==> config.mk <==
export PLATFORM = sky130hd
export DESIGN_NAME = http_chunked_body_decoder_top
export DESIGN_NICKNAME = d
export VERILOG_FILES = /design/src/hcbd_pkg.sv /design/src/hcbd_core.sv /design/src/hcbd_out_reg.sv /design/src/http_chunked_body_decoder_top.sv
export SDC_FILE = /design/constraint.sdc
export NUM_CORES = 1
export LEC_CHECK = 0
export ABC_AREA = 0
export BUFFER_PORTS_ARGS = -buffer_cell sky130_fd_sc_hd__buf_2
export CORE_ASPECT_RATIO = 1.25
export CORE_MARGIN = 1
export CORE_UTILIZATION = 55
export CTS_CLUSTER_DIAMETER = 150
export CTS_CLUSTER_SIZE = 30
export DETAILED_ROUTE_END_ITERATION = 10
export PLACE_DENSITY = 0.85
export SETUP_SLACK_MARGIN = 0.2
export SYNTH_ARGS = -nofsm -noshare
export SYNTH_HDL_FRONTEND = slang
export SYNTH_SLANG_ARGS = --single-unit
==> constraint.sdc <==
create_clock -name clk -period 10.2 [get_ports clk]
set_clock_uncertainty 0.05 [all_clocks]
set_input_delay 0.51 -clock clk [delete_from_list [all_inputs] [get_ports clk]]
set_output_delay 0.51 -clock clk [all_outputs]
set_load 0.01 [all_outputs]
==> src/hcbd_pkg.sv <==
// Package for the chunked HTTP body decoder: item types, result codes,
// parser phases and the hex digit decoder. No dependencies.
package hcbd_pkg;

    // One raw body byte with its stream controls.
    typedef struct packed {
        logic [7:0] in_byte;
        logic       begin_body;
        logic       stream_closed;
    } in_item_t;

    // One decoded result.
    typedef struct packed {
        logic [1:0] result_kind;
        logic [7:0] payload_byte;
    } out_item_t;

    // Result of one parser step, handed from the core to the output register.
    typedef struct packed {
        logic      valid;
        out_item_t item;
    } step_res_t;

    typedef enum logic [2:0] {
        PH_SIZE,
        PH_DATA,
        PH_TRAILER,
        PH_DONE,
        PH_ERROR
    } phase_t;

    localparam logic [1:0] KIND_DATA = 2'd0;
    localparam logic [1:0] KIND_DONE = 2'd1;
    localparam logic [1:0] KIND_ERR  = 2'd2;

    localparam logic [7:0] CHAR_LF = 8'h0A;
    localparam logic [7:0] CHAR_CR = 8'h0D;

    // Line length counter saturates here; two is enough to tell empty lines.
    localparam logic [1:0] LINE_SAT = 2'd2;

    // Bit 4 is set when the character is a hex digit; bits 3:0 hold its value.
    function automatic logic [4:0] hex_decode(input logic [7:0] c);
        logic [4:0] r;
        begin
            r = 5'd0;
            if (c >= 8'h30 && c <= 8'h39) begin
                r = {1'b1, 4'(c - 8'h30)};
            end else if (c >= 8'h61 && c <= 8'h66) begin
                r = {1'b1, 4'(c - 8'h57)};
            end else if (c >= 8'h41 && c <= 8'h46) begin
                r = {1'b1, 4'(c - 8'h37)};
            end
            return r;
        end
    endfunction

endpackage

==> src/hcbd_core.sv <==
// Parser state and next-state logic of the chunked body decoder.
// Depends on hcbd_pkg. Advances by one item whenever step is high.
module hcbd_core #(
    parameter int MAX_HEX_DIGITS = 8
) (
    input  logic                clk,
    input  logic                rst_n,
    input  logic                step,
    input  hcbd_pkg::in_item_t  item,
    output hcbd_pkg::step_res_t res
);

    localparam int CW  = 4 * MAX_HEX_DIGITS;
    localparam int DCW = $clog2(MAX_HEX_DIGITS + 1);

    hcbd_pkg::phase_t phase_reg, phase_next, eff_phase;
    logic [CW-1:0]    rem_reg, rem_next, eff_rem, rem_dec, rem_shift;
    logic [DCW-1:0]   dc_reg, dc_next, eff_dc;
    logic             stop_reg, stop_next, eff_stop;
    logic [1:0]       lc_reg, lc_next, eff_lc;
    logic             cr_reg, cr_next, eff_cr;
    logic             first_reg, first_next, eff_first;
    logic             tm_reg, tm_next, eff_tm;
    logic [4:0]       hexv;
    logic             line_empty;

    always_ff @(posedge clk or negedge rst_n)
    begin
        if (!rst_n)
        begin
            phase_reg <= hcbd_pkg::PH_SIZE;
            rem_reg   <= '0;
            dc_reg    <= '0;
            stop_reg  <= 1'b0;
            lc_reg    <= 2'd0;
            cr_reg    <= 1'b0;
            first_reg <= 1'b1;
            tm_reg    <= 1'b0;
        end
        else if (step)
        begin
            phase_reg <= phase_next;
            rem_reg   <= rem_next;
            dc_reg    <= dc_next;
            stop_reg  <= stop_next;
            lc_reg    <= lc_next;
            cr_reg    <= cr_next;
            first_reg <= first_next;
            tm_reg    <= tm_next;
        end
    end

    always_comb
    begin
        // begin_body clears the decoder before the byte is looked at.
        eff_phase = item.begin_body ? hcbd_pkg::PH_SIZE : phase_reg;
        eff_rem   = item.begin_body ? '0 : rem_reg;
        eff_dc    = item.begin_body ? '0 : dc_reg;
        eff_stop  = item.begin_body ? 1'b0 : stop_reg;
        eff_lc    = item.begin_body ? 2'd0 : lc_reg;
        eff_cr    = item.begin_body ? 1'b0 : cr_reg;
        eff_first = item.begin_body ? 1'b1 : first_reg;
        eff_tm    = item.begin_body ? 1'b0 : tm_reg;

        phase_next = eff_phase;
        rem_next   = eff_rem;
        dc_next    = eff_dc;
        stop_next  = eff_stop;
        lc_next    = eff_lc;
        cr_next    = eff_cr;
        first_next = eff_first;
        tm_next    = eff_tm;

        res                   = '0;
        res.item.result_kind  = hcbd_pkg::KIND_DATA;

        hexv       = hcbd_pkg::hex_decode(item.in_byte);
        rem_dec    = eff_rem - CW'(1);
        rem_shift  = (eff_rem << 4) | CW'(hexv[3:0]);
        line_empty = (eff_lc == 2'd0) || (eff_lc == 2'd1 && eff_cr);

        if (item.stream_closed)
        begin
            if (eff_phase != hcbd_pkg::PH_DONE && eff_phase != hcbd_pkg::PH_ERROR)
            begin
                phase_next           = hcbd_pkg::PH_ERROR;
                res.valid            = 1'b1;
                res.item.result_kind = hcbd_pkg::KIND_ERR;
            end
        end
        else
        begin
            case (eff_phase)
                hcbd_pkg::PH_DATA:
                begin
                    rem_next              = rem_dec;
                    res.valid             = 1'b1;
                    res.item.payload_byte = item.in_byte;
                    if (rem_dec == '0)
                    begin
                        phase_next = hcbd_pkg::PH_SIZE;
                        first_next = 1'b0;
                        dc_next    = '0;
                        stop_next  = 1'b0;
                        lc_next    = 2'd0;
                        cr_next    = 1'b0;
                        tm_next    = 1'b0;
                    end
                end
                hcbd_pkg::PH_SIZE, hcbd_pkg::PH_TRAILER:
                begin
                    if (item.in_byte != hcbd_pkg::CHAR_LF)
                    begin
                        // Only the leading hex digits of a size line count.
                        if (eff_phase == hcbd_pkg::PH_SIZE && eff_first && !eff_stop)
                        begin
                            if (!hexv[4])
                            begin
                                stop_next = 1'b1;
                            end
                            else if (eff_dc >= DCW'(MAX_HEX_DIGITS))
                            begin
                                tm_next = 1'b1;
                            end
                            else
                            begin
                                rem_next = rem_shift;
                                dc_next  = eff_dc + DCW'(1);
                            end
                        end
                        if (eff_lc < hcbd_pkg::LINE_SAT)
                        begin
                            lc_next = eff_lc + 2'd1;
                        end
                        cr_next = (item.in_byte == hcbd_pkg::CHAR_CR);
                    end
                    else
                    begin
                        dc_next   = '0;
                        stop_next = 1'b0;
                        lc_next   = 2'd0;
                        cr_next   = 1'b0;
                        tm_next   = 1'b0;
                        if (eff_phase == hcbd_pkg::PH_TRAILER)
                        begin
                            if (line_empty)
                            begin
                                phase_next           = hcbd_pkg::PH_DONE;
                                res.valid            = 1'b1;
                                res.item.result_kind = hcbd_pkg::KIND_DONE;
                            end
                        end
                        else if (!eff_first)
                        begin
                            // The line that closes chunk data must be empty.
                            if (!line_empty)
                            begin
                                phase_next           = hcbd_pkg::PH_ERROR;
                                res.valid            = 1'b1;
                                res.item.result_kind = hcbd_pkg::KIND_ERR;
                            end
                            else
                            begin
                                first_next = 1'b1;
                            end
                        end
                        else if (line_empty || eff_tm)
                        begin
                            phase_next           = hcbd_pkg::PH_ERROR;
                            res.valid            = 1'b1;
                            res.item.result_kind = hcbd_pkg::KIND_ERR;
                        end
                        else
                        begin
                            phase_next = (eff_rem == '0) ? hcbd_pkg::PH_TRAILER
                                                         : hcbd_pkg::PH_DATA;
                        end
                    end
                end
                default:
                begin
                end
            endcase
        end
    end

    a_done_from_trailer: assert property (@(posedge clk) disable iff (!rst_n)
        step && res.valid && res.item.result_kind == hcbd_pkg::KIND_DONE
        |-> phase_reg == hcbd_pkg::PH_TRAILER && !item.begin_body)
        else $error("completion reported outside trailer phase");

    a_digit_bound: assert property (@(posedge clk) disable iff (!rst_n)
        dc_reg <= DCW'(MAX_HEX_DIGITS))
        else $error("hex digit count beyond limit");

    a_data_nonzero: assert property (@(posedge clk) disable iff (!rst_n)
        phase_reg == hcbd_pkg::PH_DATA |-> rem_reg != '0)
        else $error("data phase with nothing remaining");

    a_err_sticks: assert property (@(posedge clk) disable iff (!rst_n)
        step && res.valid && res.item.result_kind == hcbd_pkg::KIND_ERR
        |=> phase_reg == hcbd_pkg::PH_ERROR)
        else $error("error result without error phase");

endmodule

==> src/hcbd_out_reg.sv <==
// Result register of the chunked body decoder: holds one result until taken.
// Depends on hcbd_pkg.
module hcbd_out_reg (
    input  logic                clk,
    input  logic                rst_n,
    input  logic                step,
    input  hcbd_pkg::step_res_t res,
    input  logic                result_stall,
    output logic                result_valid,
    output hcbd_pkg::out_item_t result
);

    logic                valid_reg, valid_next;
    hcbd_pkg::out_item_t item_reg;

    always_comb
    begin
        valid_next = valid_reg;
        if (!valid_reg || !result_stall)
        begin
            valid_next = step && res.valid;
        end
    end

    always_ff @(posedge clk or negedge rst_n)
    begin
        if (!rst_n)
        begin
            valid_reg <= 1'b0;
        end
        else
        begin
            valid_reg <= valid_next;
        end
    end

    always_ff @(posedge clk)
    begin
        if (step && res.valid)
        begin
            item_reg <= res.item;
        end
    end

    assign result_valid = valid_reg;
    assign result       = item_reg;

endmodule

==> src/http_chunked_body_decoder_top.sv <==
// Chunked HTTP body decoder, top level: input register and handshake control.
// Depends on hcbd_pkg, hcbd_core and hcbd_out_reg.
// An accepted item is held in the input register; its result is registered in
// the result register. Throughput: one item per cycle while results are not
// stalled, set by the combinational parser step between the two registers.
// Reset (rst_n low, asynchronous) empties both registers and clears the parser.
module http_chunked_body_decoder_top #(
    parameter int MAX_HEX_DIGITS = 8
) (
    input  logic                clk,
    input  logic                rst_n,
    input  logic                body_valid,
    output logic                body_stall,
    input  hcbd_pkg::in_item_t  body,
    output logic                result_valid,
    input  logic                result_stall,
    output hcbd_pkg::out_item_t result
);

    logic                in_valid_reg, in_valid_next;
    hcbd_pkg::in_item_t  in_item_reg;
    logic                step;
    hcbd_pkg::step_res_t step_res;

    // The held item moves on whenever the result register can take its result.
    assign step       = in_valid_reg && (!result_valid || !result_stall);
    assign body_stall = in_valid_reg && !step;

    assign in_valid_next = (body_valid && !body_stall) || (in_valid_reg && !step);

    always_ff @(posedge clk or negedge rst_n)
    begin
        if (!rst_n)
        begin
            in_valid_reg <= 1'b0;
        end
        else
        begin
            in_valid_reg <= in_valid_next;
        end
    end

    always_ff @(posedge clk)
    begin
        if (body_valid && !body_stall)
        begin
            in_item_reg <= body;
        end
    end

    hcbd_core #(
        .MAX_HEX_DIGITS(MAX_HEX_DIGITS)
    ) u_core (
        .clk   (clk),
        .rst_n (rst_n),
        .step  (step),
        .item  (in_item_reg),
        .res   (step_res)
    );

    hcbd_out_reg u_out (
        .clk          (clk),
        .rst_n        (rst_n),
        .step         (step),
        .res          (step_res),
        .result_stall (result_stall),
        .result_valid (result_valid),
        .result       (result)
    );

endmodule
==> metrics <==
buffers added on ports 25; async set-reset flop share out of synthesis 70.1%; detailed-route wire length per cell around 20 um; remaining design rule violation count 0; GRT Util Overall 33.4%; reported leakage power 2.20 nW; #FFs+latches synth 67; delay contributed by the slowest stage of the critical path 0.63 ns; summed instance area of the synthesized netlist 4970 sq um; pin count of the biggest net entering global routing 55; Pins Over Slew Limit 0; gpl congestion about 0.96; Critical Path Fanout Max 54; Tot Pwr 0.839 mW; hold violation total from the final report 0; clock tree root buffer cell clkbuf_8; global-route wire length before repair 24100 um; CP most frequent cell buf_4; number of standard-cell rows in the floorplan 38; # H-tree levels 3; number of hold buffers added after cts 0; CTS sink count 67; number of enable-type register cells in the synthesized netlist 20; die extent in y 108 um; worst endpoint required time 10.39 ns; number of distinct library cell variants in the gate-level netlist after synthesis 67; die width 87.0 um; Buffers & Inverters on Critical Path 3; minimum period implied by the final worst setup slack approximately 4.5 ns; RSZ-0062 raised after global routing false; startpoint type of the worst setup path register; number of violations reported at the end of detailed-routing iteration 0 617; die area 9420 sq um; antenna violations before repair 0; register-to-register setup slack roughly 5.7 ns; register area share after synthesis 35.8%; ys flop type dfrtp_1; synthesis warning total 0; # IOs 26; fraction of layout instances using a drive strength above 1 10.9%; Max-cap violations 0; Area Overhead vs Synth 7.13%; achievable frequency about 220 MHz; status complete, no violations; Worst-Margin Slew between 1 and 1.5 ns; post-synthesis average cell area 7.92 sq um; PD cells 158 nW/um^2; Worst Setup End Kind register; cells resized by post-CTS repair 0; via count normalized by instance count 6.80; HP Class input pin to register; synthesized net count 650; Antenna diodes 0; flip-flop count of the largest register, all copies and words added 32; standard cell core area 8700 sq um; TritonCTS clock tree built; nets@finish 640; clock buffers created by TritonCTS 9; Clock transition at path regs roughly 0.08 ns; Clk Latency, worst-skew pair 0.37 ns; Worst path top cell family by delay simple AND/OR/NAND/NOR gates; count of antenna-violating nets left after detailed routing 0; most area-hungry cell type in the Yosys netlist dfrtp_1; number of cells produced by synthesis 627; worst-path cell chain buf_4 > clkinv_1 > buf_4 > nand2_1 > ha_1 > or3b_2 > nor4_4 > a21oi_1 > a211o_1 > a2111oi_2 > and4b_1 > and2b_1 > o211ai_1; worst setup path class register to register; count of final setup violators 0; final sum of negative setup slack 0 ns; critical path arrival 4.68 ns; portion of synthesized cell area occupied by the leading cell type 23.2%; via count 5047; starting utilization of the core area 57.1%; worst voltage drop across the vdd grid between 100 and 150 uV; headroom to the max-slew limit 16.2%; number of global-route vias before repair 4859; router iterations before antenna repair 6; cell with the largest stage delay on the worst path ha_1; sum of overflow across all layers after global routing 0; final worst-path cycle share 44.0%; HPWL after detailed placement 9960 um; final routed wirelength across all metal layers 14900 um; post-CTS setup repair buffer count 0; top cells by area, synth dfrtp_1, edfxtp_1, nand2_1, o21ai_0, a21oi_1; maximum buffer depth of the clock tree 2
==> cell type report <==
cell class | instances | area (sq um)
clock buffer | 9 | 124
clock inverter | 7 | 101
fill | 770 | 3380
inverter | 10 | 37.5
multi-input combinational | 495 | 2940
sequential | 67 | 1780
tap | 120 | 150
timing repair buffer | 34 | 193
==> power by group <==
part           switching, mW  internal [mW]
Clock                  0.120          0.139
Combinational          0.166         0.0921
Sequential            0.0247          0.297
Total                  0.311          0.528
==> cells in the mapped netlist (all sizes together), types with 8 or more instances <==
| library cell | n |
|---|---|
| or3 | 8 |
| nor4 | 21 |
| edfxtp | 20 |
| inv | 9 |
| dfrtp | 46 |
| a22o | 9 |
| ha | 9 |
| a31oi | 9 |
| a21oi | 48 |
| nand4 | 9 |
| nand2 | 73 |
| o21ai | 57 |
| and2 | 12 |
| clkbuf | 49 |
| nor2 | 61 |
| mux2i | 12 |
| nand2b | 10 |
| nor2b | 8 |
| nand3 | 17 |
| o22ai | 14 |
| nor3 | 16 |
==> metrics by stage <==
step,area [sq um],utilization [%],cells,hold slack (ns),setup WS [ns]
5_1_grt,5320,61.2,742,0.257,5.32
6_report,5320,61.2,742,0.263,5.71
4_1_cts,5320,61.2,742,0.257,5.72
2_1_floorplan,4970,-,627,0.164,6.43
3_5_place_dp,5100,58.6,726,0.464,5.78
3_3_place_gp,5100,58.6,726,0.458,5.86
==> cells in the final DEF (no fill, tap or decap), types with 6 or more instances in the layout <==
| master | instances |
|---|---|
| nor4_1 | 20 |
| a211oi_1 | 6 |
| a32oi_1 | 6 |
| nor2b_1 | 8 |
| o211ai_1 | 6 |
| o21ai_1 | 8 |
| nand3_1 | 17 |
| o31ai_1 | 6 |
| dfrtp_1 | 46 |
| mux2i_1 | 12 |
| nand2b_1 | 10 |
| a31oi_1 | 9 |
| xnor2_1 | 6 |
| and2_1 | 11 |
| nor3_1 | 16 |
| nand2_1 | 73 |
| a21oi_1 | 48 |
| nand4_1 | 9 |
| clkbuf_8 | 9 |
| o21ai_0 | 49 |
| buf_2 | 25 |
| o21a_1 | 6 |
| ha_1 | 9 |
| inv_1 | 9 |
| xor2_1 | 6 |
| buf_4 | 9 |
| o22ai_1 | 14 |
| edfxtp_1 | 20 |
| or3_1 | 8 |
| a22o_1 | 9 |
| nor2_1 | 59 |
==> worst paths after layout <==
check / from / end / depth (start not counted)
max reg2reg: in_item_reg[1] / u_core.dc_reg[3] / 13
max in group asynchronous: rst_n / u_core.lc_reg[1] / 1
min: body[7] / in_item_reg[7] / 1
min in group asynchronous: rst_n / u_core.rem_reg[9] / 1
max: in_item_reg[1] / u_core.dc_reg[3] / 13
min reg2reg: u_core.dc_reg[0] / u_core.dc_reg[0] / 2
==> metal layers <==
layer	part of all wire, %	vias to the layer above	wire length, um	track usage, %
li1	-	2297	-	-
met1	39	2391	5790	39.8
met2	49	310	7370	55.8
met3	8.3	49	1240	7.10
met4	3.3	0	486	18.1
met5	0	-	0	0
==> logic make-up after synthesis <==
logic type,share of synthesized area (%)
xor gates and xnor gates,2.12
muxes,2.64
AOI/OAI and AO/OA,25.7
buffers and inverters,5.06
DFF,35.8
adders and majority gates,2.27
and+or+nand+nor,26.4
Power figures use the tool's default switching activity.
